--- src/rtl/ssnf_pkg.sv ---
// Shared types, segment codes and message patterns for the number formatter.
`timescale 1ns / 1ps

package ssnf_pkg;

    localparam int unsigned MAG_W = 14;  // magnitudes are held saturated to 9999

    localparam logic [MAG_W-1:0] MAX_SHOWN = MAG_W'(9999);

    localparam logic [7:0] SEG_BLANK = 8'h00;
    localparam logic [7:0] SEG_MINUS = 8'h40;
    localparam logic [7:0] SEG_DOT   = 8'h80;
    localparam logic [7:0] SEG_A     = 8'h77;
    localparam logic [7:0] SEG_B     = 8'h7c;
    localparam logic [7:0] SEG_C     = 8'h39;
    localparam logic [7:0] SEG_D     = 8'h5e;
    localparam logic [7:0] SEG_E     = 8'h79;
    localparam logic [7:0] SEG_F     = 8'h71;
    localparam logic [7:0] SEG_H     = 8'h76;
    localparam logic [7:0] SEG_L     = 8'h38;
    localparam logic [7:0] SEG_O     = 8'h3f;
    localparam logic [7:0] SEG_P     = 8'h73;
    localparam logic [7:0] SEG_R     = 8'h50;

    // bit i set: message i writes the LED byte
    localparam logic [15:0] MSG_LED_MASK = 16'hDE00;

    typedef enum logic [1:0] {
        CMD_PLAIN = 2'd0,
        CMD_TEMP  = 2'd1,
        CMD_MSG   = 2'd2,
        CMD_NOP   = 2'd3
    } t_cmd;

    // control word carried alongside the digits down the pipe
    typedef struct packed {
        t_cmd       cmd;
        logic       neg;
        logic [3:0] code;
        logic [7:0] led;
    } t_ctl;

    typedef struct packed {
        logic [7:0] thousands;
        logic [7:0] hundreds;
        logic [7:0] tens;
        logic [7:0] units;
    } t_disp;

    function automatic logic [7:0] seg_digit(input logic [3:0] digit);
        logic [7:0] seg;
        case (digit)
            4'd0:    seg = 8'h3f;
            4'd1:    seg = 8'h06;
            4'd2:    seg = 8'h5b;
            4'd3:    seg = 8'h4f;
            4'd4:    seg = 8'h66;
            4'd5:    seg = 8'h6d;
            4'd6:    seg = 8'h7d;
            4'd7:    seg = 8'h07;
            4'd8:    seg = 8'h7f;
            4'd9:    seg = 8'h6f;
            default: seg = SEG_BLANK;
        endcase
        return seg;
    endfunction

    function automatic t_disp msg_pattern(input logic [3:0] code);
        t_disp p;
        case (code)
            4'd0:    p = '{SEG_MINUS, SEG_C, SEG_D, SEG_MINUS};
            4'd1:    p = '{SEG_MINUS, SEG_O, SEG_B, SEG_MINUS};
            4'd2:    p = '{SEG_MINUS, SEG_D, SEG_F, SEG_MINUS};
            4'd3:    p = '{SEG_MINUS, SEG_A, SEG_H, SEG_MINUS};
            4'd4:    p = '{SEG_MINUS, SEG_A, SEG_L, SEG_MINUS};
            4'd5:    p = '{SEG_MINUS, SEG_P, SEG_C, SEG_MINUS};
            4'd6:    p = '{SEG_MINUS, SEG_B, SEG_L, SEG_MINUS};
            4'd7:    p = '{SEG_MINUS, SEG_D, SEG_D, SEG_MINUS};
            4'd8:    p = '{SEG_MINUS, SEG_A, SEG_D, SEG_MINUS};
            4'd9:    p = '{SEG_MINUS, SEG_O, SEG_P, SEG_MINUS};
            4'd10:   p = '{SEG_MINUS, SEG_O, SEG_H, SEG_MINUS};
            4'd11:   p = '{SEG_MINUS, SEG_O, SEG_L, SEG_MINUS};
            4'd12:   p = '{SEG_MINUS, SEG_E, SEG_R, SEG_MINUS};
            4'd13:   p = '{SEG_BLANK, SEG_BLANK, SEG_BLANK, SEG_BLANK};
            4'd14:   p = '{SEG_L, SEG_E, SEG_A, SEG_D};
            4'd15:   p = '{SEG_D, SEG_O, SEG_O, SEG_R};
            default: p = '{SEG_BLANK, SEG_BLANK, SEG_BLANK, SEG_BLANK};
        endcase
        return p;
    endfunction

endpackage

--- src/rtl/ssnf_digit_peel.sv ---
// One decimal digit peeled off a magnitude by a bank of constant compares.
`timescale 1ns / 1ps

module ssnf_digit_peel
    import ssnf_pkg::*;
#(
    parameter int unsigned P_WEIGHT = 1000
) (
    input  logic [MAG_W-1:0] i_rem,
    output logic [3:0]       o_digit,
    output logic [MAG_W-1:0] o_rem
);

    // highest multiple not above the input wins; input stays below ten weights
    always_comb begin
        o_digit = 4'd0;
        o_rem   = i_rem;
        for (int k = 1; k <= 9; k++) begin
            if (i_rem >= MAG_W'(k * P_WEIGHT)) begin
                o_digit = 4'(k);
                o_rem   = i_rem - MAG_W'(k * P_WEIGHT);
            end
        end
    end

endmodule

--- src/rtl/seven_segment_number_formatter.sv ---
// Top level of the four-digit seven-segment number formatter.
`timescale 1ns / 1ps
//
// Usage:
//   Command channel: drive i_command, i_value, i_message_code and i_led_byte
//   and raise i_start for one cycle per word. A word is taken at every edge
//   where i_start is high and o_busy is low; o_busy is tied low, so a new
//   word may be issued in every cycle.
//   Result channel: o_strobe is high for exactly one cycle per word, with the
//   LED write flag, LED byte and four segment bytes (leftmost first, bit 7
//   the decimal point) on the result ports in that cycle.
//   Pipeline: a word passes through five register stages (sign/saturate,
//   thousands, hundreds, tens, segment encode), each one compare bank and a
//   subtract or a table lookup. Throughput: one word per cycle.
//   Reset (i_rst_n low, synchronous) clears the stage valid bits, dropping
//   any words in flight; payload registers are not reset.
//   The receiver cannot stall: results are shown once and never held.
//
module seven_segment_number_formatter
    import ssnf_pkg::*;
(
    input  logic        i_clk,
    input  logic        i_rst_n,
    input  logic        i_start,
    output logic        o_busy,
    input  logic [1:0]  i_command,
    input  logic signed [14:0] i_value,
    input  logic [3:0]  i_message_code,
    input  logic [7:0]  i_led_byte,
    output logic        o_strobe,
    output logic        o_led_write,
    output logic [7:0]  o_led_out,
    output logic [7:0]  o_digit_thousands,
    output logic [7:0]  o_digit_hundreds,
    output logic [7:0]  o_digit_tens,
    output logic [7:0]  o_digit_units
);

    // stage valid bits, one per register stage
    logic r_s1_vld, r_s2_vld, r_s3_vld, r_s4_vld, r_out_vld;

    t_ctl r_s1_ctl, r_s2_ctl, r_s3_ctl, r_s4_ctl;
    logic [MAG_W-1:0] r_s1_mag, r_s2_rem, r_s3_rem;
    logic [3:0] r_s2_th, r_s3_th, r_s4_th;
    logic [3:0] r_s3_hu, r_s4_hu;
    logic [3:0] r_s4_te, r_s4_un;

    logic       r_led_write;
    logic [7:0] r_led_out;
    t_disp      r_disp;

    // stage 1: sign, magnitude and saturation
    logic             n_neg;
    logic [14:0]      n_abs;
    logic [MAG_W-1:0] n_mag;
    t_ctl             n_s1_ctl;

    always_comb begin
        n_neg = i_value[14];
        n_abs = n_neg ? (15'd0 - i_value) : i_value;
        if (n_abs > 15'(MAX_SHOWN)) begin
            n_mag = MAX_SHOWN;
        end else begin
            n_mag = n_abs[MAG_W-1:0];
        end
        // plain mode shows negatives as zero
        if (t_cmd'(i_command) == CMD_PLAIN && n_neg) begin
            n_mag = '0;
        end
        n_s1_ctl = '{cmd: t_cmd'(i_command), neg: n_neg, code: i_message_code,
                     led: i_led_byte};
    end

    // stages 2 to 4: peel thousands, hundreds and tens
    logic [3:0]       n_th, n_hu, n_te;
    logic [MAG_W-1:0] n_rem_th, n_rem_hu, n_rem_te;

    ssnf_digit_peel #(.P_WEIGHT(1000)) u_peel_th (
        .i_rem   (r_s1_mag),
        .o_digit (n_th),
        .o_rem   (n_rem_th)
    );

    ssnf_digit_peel #(.P_WEIGHT(100)) u_peel_hu (
        .i_rem   (r_s2_rem),
        .o_digit (n_hu),
        .o_rem   (n_rem_hu)
    );

    ssnf_digit_peel #(.P_WEIGHT(10)) u_peel_te (
        .i_rem   (r_s3_rem),
        .o_digit (n_te),
        .o_rem   (n_rem_te)
    );

    // stage 5: blanking and segment encode
    logic       n_led_write;
    logic [7:0] n_led_out;
    t_disp      n_disp;
    logic       n_show_hu, n_show_te;

    always_comb begin
        n_led_write = 1'b0;
        n_led_out   = 8'h00;
        n_disp      = '{SEG_BLANK, SEG_BLANK, SEG_BLANK, SEG_BLANK};
        n_show_hu   = (r_s4_th != 4'd0) || (r_s4_hu != 4'd0);
        n_show_te   = n_show_hu || (r_s4_te != 4'd0);
        case (r_s4_ctl.cmd)
            CMD_PLAIN: begin
                if (r_s4_th != 4'd0) n_disp.thousands = seg_digit(r_s4_th);
                if (n_show_hu)       n_disp.hundreds  = seg_digit(r_s4_hu);
                if (n_show_te)       n_disp.tens      = seg_digit(r_s4_te);
                n_disp.units = seg_digit(r_s4_un);
            end
            CMD_TEMP: begin
                n_led_write = 1'b1;
                n_led_out   = r_s4_ctl.led;
                if (r_s4_ctl.neg) begin
                    n_disp.thousands = SEG_MINUS;
                end else if (r_s4_th != 4'd0) begin
                    n_disp.thousands = seg_digit(r_s4_th);
                end
                if (n_show_hu) n_disp.hundreds = seg_digit(r_s4_hu);
                n_disp.tens  = seg_digit(r_s4_te) | SEG_DOT;
                n_disp.units = seg_digit(r_s4_un);
            end
            CMD_MSG: begin
                n_disp = msg_pattern(r_s4_ctl.code);
                if (MSG_LED_MASK[r_s4_ctl.code]) begin
                    n_led_write = 1'b1;
                    n_led_out   = r_s4_ctl.led;
                end
            end
            default: begin
                // unused command: all fields zero
                n_led_write = 1'b0;
            end
        endcase
    end

    // valid bits: clear on reset, advance every cycle
    always_ff @(posedge i_clk) begin
        if (!i_rst_n) begin
            r_s1_vld  <= 1'b0;
            r_s2_vld  <= 1'b0;
            r_s3_vld  <= 1'b0;
            r_s4_vld  <= 1'b0;
            r_out_vld <= 1'b0;
        end else begin
            r_s1_vld  <= i_start & ~o_busy;
            r_s2_vld  <= r_s1_vld;
            r_s3_vld  <= r_s2_vld;
            r_s4_vld  <= r_s3_vld;
            r_out_vld <= r_s4_vld;
        end
    end

    // payload: advance unconditionally, the strobe marks what is live
    always_ff @(posedge i_clk) begin
        r_s1_ctl <= n_s1_ctl;
        r_s1_mag <= n_mag;

        r_s2_ctl <= r_s1_ctl;
        r_s2_th  <= n_th;
        r_s2_rem <= n_rem_th;

        r_s3_ctl <= r_s2_ctl;
        r_s3_th  <= r_s2_th;
        r_s3_hu  <= n_hu;
        r_s3_rem <= n_rem_hu;

        r_s4_ctl <= r_s3_ctl;
        r_s4_th  <= r_s3_th;
        r_s4_hu  <= r_s3_hu;
        r_s4_te  <= n_te;
        r_s4_un  <= n_rem_te[3:0];

        r_led_write <= n_led_write;
        r_led_out   <= n_led_out;
        r_disp      <= n_disp;
    end

    assign o_busy            = 1'b0;
    assign o_strobe          = r_out_vld;
    assign o_led_write       = r_led_write;
    assign o_led_out         = r_led_out;
    assign o_digit_thousands = r_disp.thousands;
    assign o_digit_hundreds  = r_disp.hundreds;
    assign o_digit_tens      = r_disp.tens;
    assign o_digit_units     = r_disp.units;

endmodule

--- config.mk ---
export PLATFORM = sky130hd
export DESIGN_NAME = seven_segment_number_formatter
export DESIGN_NICKNAME = d
export VERILOG_FILES = /design/src/rtl/ssnf_pkg.sv /design/src/rtl/ssnf_digit_peel.sv /design/src/rtl/seven_segment_number_formatter.sv
export SDC_FILE = /design/constraint.sdc
export NUM_CORES = 1
export LEC_CHECK = 0
export ABC_CLOCK_PERIOD_IN_PS = 3810
export BUFFER_PORTS_ARGS = -buffer_cell sky130_fd_sc_hd__buf_2
export CAP_MARGIN = 20
export CORE_MARGIN = 2
export CORE_UTILIZATION = 45
export CTS_BUF_LIST = sky130_fd_sc_hd__clkbuf_16
export DETAILED_ROUTE_END_ITERATION = 7
export GPL_ROUTABILITY_DRIVEN = 0
export PLACE_DENSITY_LB_ADDON = 0.12
export SETUP_SLACK_MARGIN = 0.02
export SLEW_MARGIN = 5
export SYNTH_ARGS = -nofsm -noshare
export SYNTH_HDL_FRONTEND = slang
export SYNTH_HIERARCHICAL = 1
export SYNTH_SLANG_ARGS = --single-unit
--- constraint.sdc ---
create_clock -name i_clk -period 3.81 [get_ports i_clk]
set_input_delay 0.381 -clock i_clk [delete_from_list [all_inputs] [get_ports i_clk]]
set_output_delay 0.381 -clock i_clk [all_outputs]
set_load 0.005 [all_outputs]
==> flow_metrics.py <==
metrics = {
    "outcome": {
        "status": "complete, no violations",
    },
    "routing": {
        "via_per_inst": 5.91,
        "drcViolationCount": 0,
        "antenna_left": 0,
        "routed_wirelength_um": 30400,
        "first_iter_violations": 1071,
        "wire_per_inst_um": 17.7,
        "vias": 10124,
        "firstDrtPassIters": 6,
    },
    "finish": {
        "final_nets": 1492,
        "diodes": 0,
        "final_area_mm2": 0.0129,
        "layout_commonest_cell": "dfxtp_1",
        "final_cell_mix": "211 x dfxtp_1, 104 x nand2_1, 94 x a21oi_1",
        "drive_gt1_frac": 0.138,
        "final_core_util": 0.512,
        "area_growth_pct": 11.5,
    },
    "worst_hold_path": {
        "worstHoldPathCells": 2,
        "hold_path_end": "r_s1_vld",
        "holdCritStartpoint": "i_start",
        "hp-class": "in -> reg",
    },
    "cts": {
        "clock_sinks": 211,
        "max-clock-path-buffers": 3,
        "postCtsSetupBuffers": 0,
        "clock_latency_ps": 500,
        "cts_tree": "done",
        "cts-hold-fix-buffers": 14,
        "cts_max_level": 1,
        "clk_pin_slew_ps": 60,
        "root_buffer": "clkbuf_16",
        "numCtsBuffers": 22,
        "post_cts_resized": 0,
    },
    "pwr": {
        "sw_frac_of_total": 0.359,
        "max-vdd-ir-drop_uv": 385,
        "p_leak_nw": 5.36,
        "powerDensity_mw_per_mm2": 570,
        "p_int_mw": 4.73,
        "combPwrFrac": 0.316,
        "seq_power_share": 0.403,
        "netSwitchingPower_mw": 2.65,
        "power_mw": 7.38,
        "clkPwrFrac": 0.282,
    },
    "die": {
        "die_area_mm2": 0.0271,
        "core_mm2": 0.0253,
        "std_cell_rows": 58,
        "num_io_pins": 75,
        "die_h_um": 165,
        "initial_core_util": 0.459,
        "die_w_um": 165,
    },
    "critical_path": {
        "crit_arrival_ps": 3790,
        "regToRegStartpoint": "r_s2_rem[2]",
        "worstPathRequired_ps": 4230,
        "reg2reg_slack_ps": 440,
        "worstSetupPathType": "reg -> reg",
        "r2r_cells": 8,
        "cpMaxStageDelayCell": "a2111oi_0",
        "crit_path_end_kind": "flip-flop",
        "start_kind": "flip-flop",
        "max_stage_delay_ps": 800,
        "cp_max_fo": 10,
        "path_cells": "ha_1 > or3b_2 > a2111oi_0 > nor2_1 > a31oi_1 > a22oi_1 > a211oi_1 > xor2_1",
        "r2r-end": "r_s3_rem[11]",
    },
    "yosys": {
        "syn_inst": 1328,
        "avgSynthCellArea_um2": 8.73,
        "ys_warn_count": 6,
        "netlist_area_mm2": 0.0116,
    },
    "timing": {
        "drv_slew": 0,
        "min_period_ps": 3370,
        "max_freq_mhz": 296,
        "finalCritPeriodShare": 0.885,
        "grt_setup_unrepaired": "false",
        "hold_viol": 0,
        "setup_violations": 0,
        "relSlewSlack": 0.296,
        "worstMarginPinSlew_ps": 1060,
        "finalSetupTns_ps": 0,
        "fin_worst_skew_ps": 13.5,
    },
    "place": {
        "place_area_mm2": 0.0121,
        "port_buffers": 70,
        "hpwl_um": 22400,
    },
    "flow_run": {
        "cap_violations": 0,
    },
    "global_routing": {
        "antenna_found_initial": 0,
        "grt_first_pass_wirelength_um": 48100,
        "grt_max_degree": 30,
        "grt_usage": 0.219,
        "grt_pass1_vias": 9281,
        "grt_overflow": 0,
    },
}
per-layer routing:
metal / share of wire / track usage
met5: 0 / 0
met4: 0.037 / 0.0787
met3: 0.062 / 0.0319
met2: 0.46 / 0.358
met1: 0.44 / 0.293
stage by stage:
stage / setup WS, ps / cells / hold WS, ps
6_report: 436 / 1714 / 86.4
5_1_grt: 47.8 / 1714 / 88.1
4_1_cts: 481 / 1714 / 74.2
3_5_place_dp: 490 / 1662 / 312
3_3_place_gp: 568 / 1662 / 310
2_1_floorplan: 873 / 1331 / 310
how the worst max path moves through the flow:
stage	startpoint	endpoint	depth (start not counted)
2_1_floorplan	r_s3_rem[2]	flip-flop	16
3_3_place_gp	r_s3_rem[2]	flip-flop	15
3_5_place_dp	r_s3_rem[2]	flip-flop	15
4_1_cts	r_s3_rem[2]	flip-flop	15
5_1_grt	r_s2_rem[2]	r_s3_rem[11]	8
6_report	r_s2_rem[2]	r_s3_rem[11]	8
final cells by class:
cell class	instances	area (um2)
Clock buffer	23	576
Clock inverter	15	135
Fill cell	2400	12300
Inverter	54	203
Multi-Input combinational cell	971	6700
Sequential cell	211	4220
Tap cell	330	413
Timing Repair Buffer	110	686
power by group through the flow:
| stage | logic [mW] | registers (mW) | clock network (mW) |
|---|---|---|---|
| 2_1_floorplan | 1.85 | 2.79 | 0 |
| 3_3_place_gp | 2.26 | 3.01 | 0 |
| 3_5_place_dp | 2.25 | 3.01 | 0 |
| 4_1_cts | 2.28 | 2.97 | 2.13 |
| 5_1_grt | 2.57 | 3.03 | 2.22 |
| 6_report | 2.33 | 2.97 | 2.08 |
critical path, delay by kind of cell (launching register included):
family / cells / cell delay, ps
adder cells (fa/ha/maj): 1 / 230
XOR/XNOR: 1 / 160
flip-flops: 1 / 560
AND/OR/NAND/NOR: 2 / 740
AO/OA/AOI/OAI: 4 / 1600
Note: power is estimated with default switching activity, not from simulation.
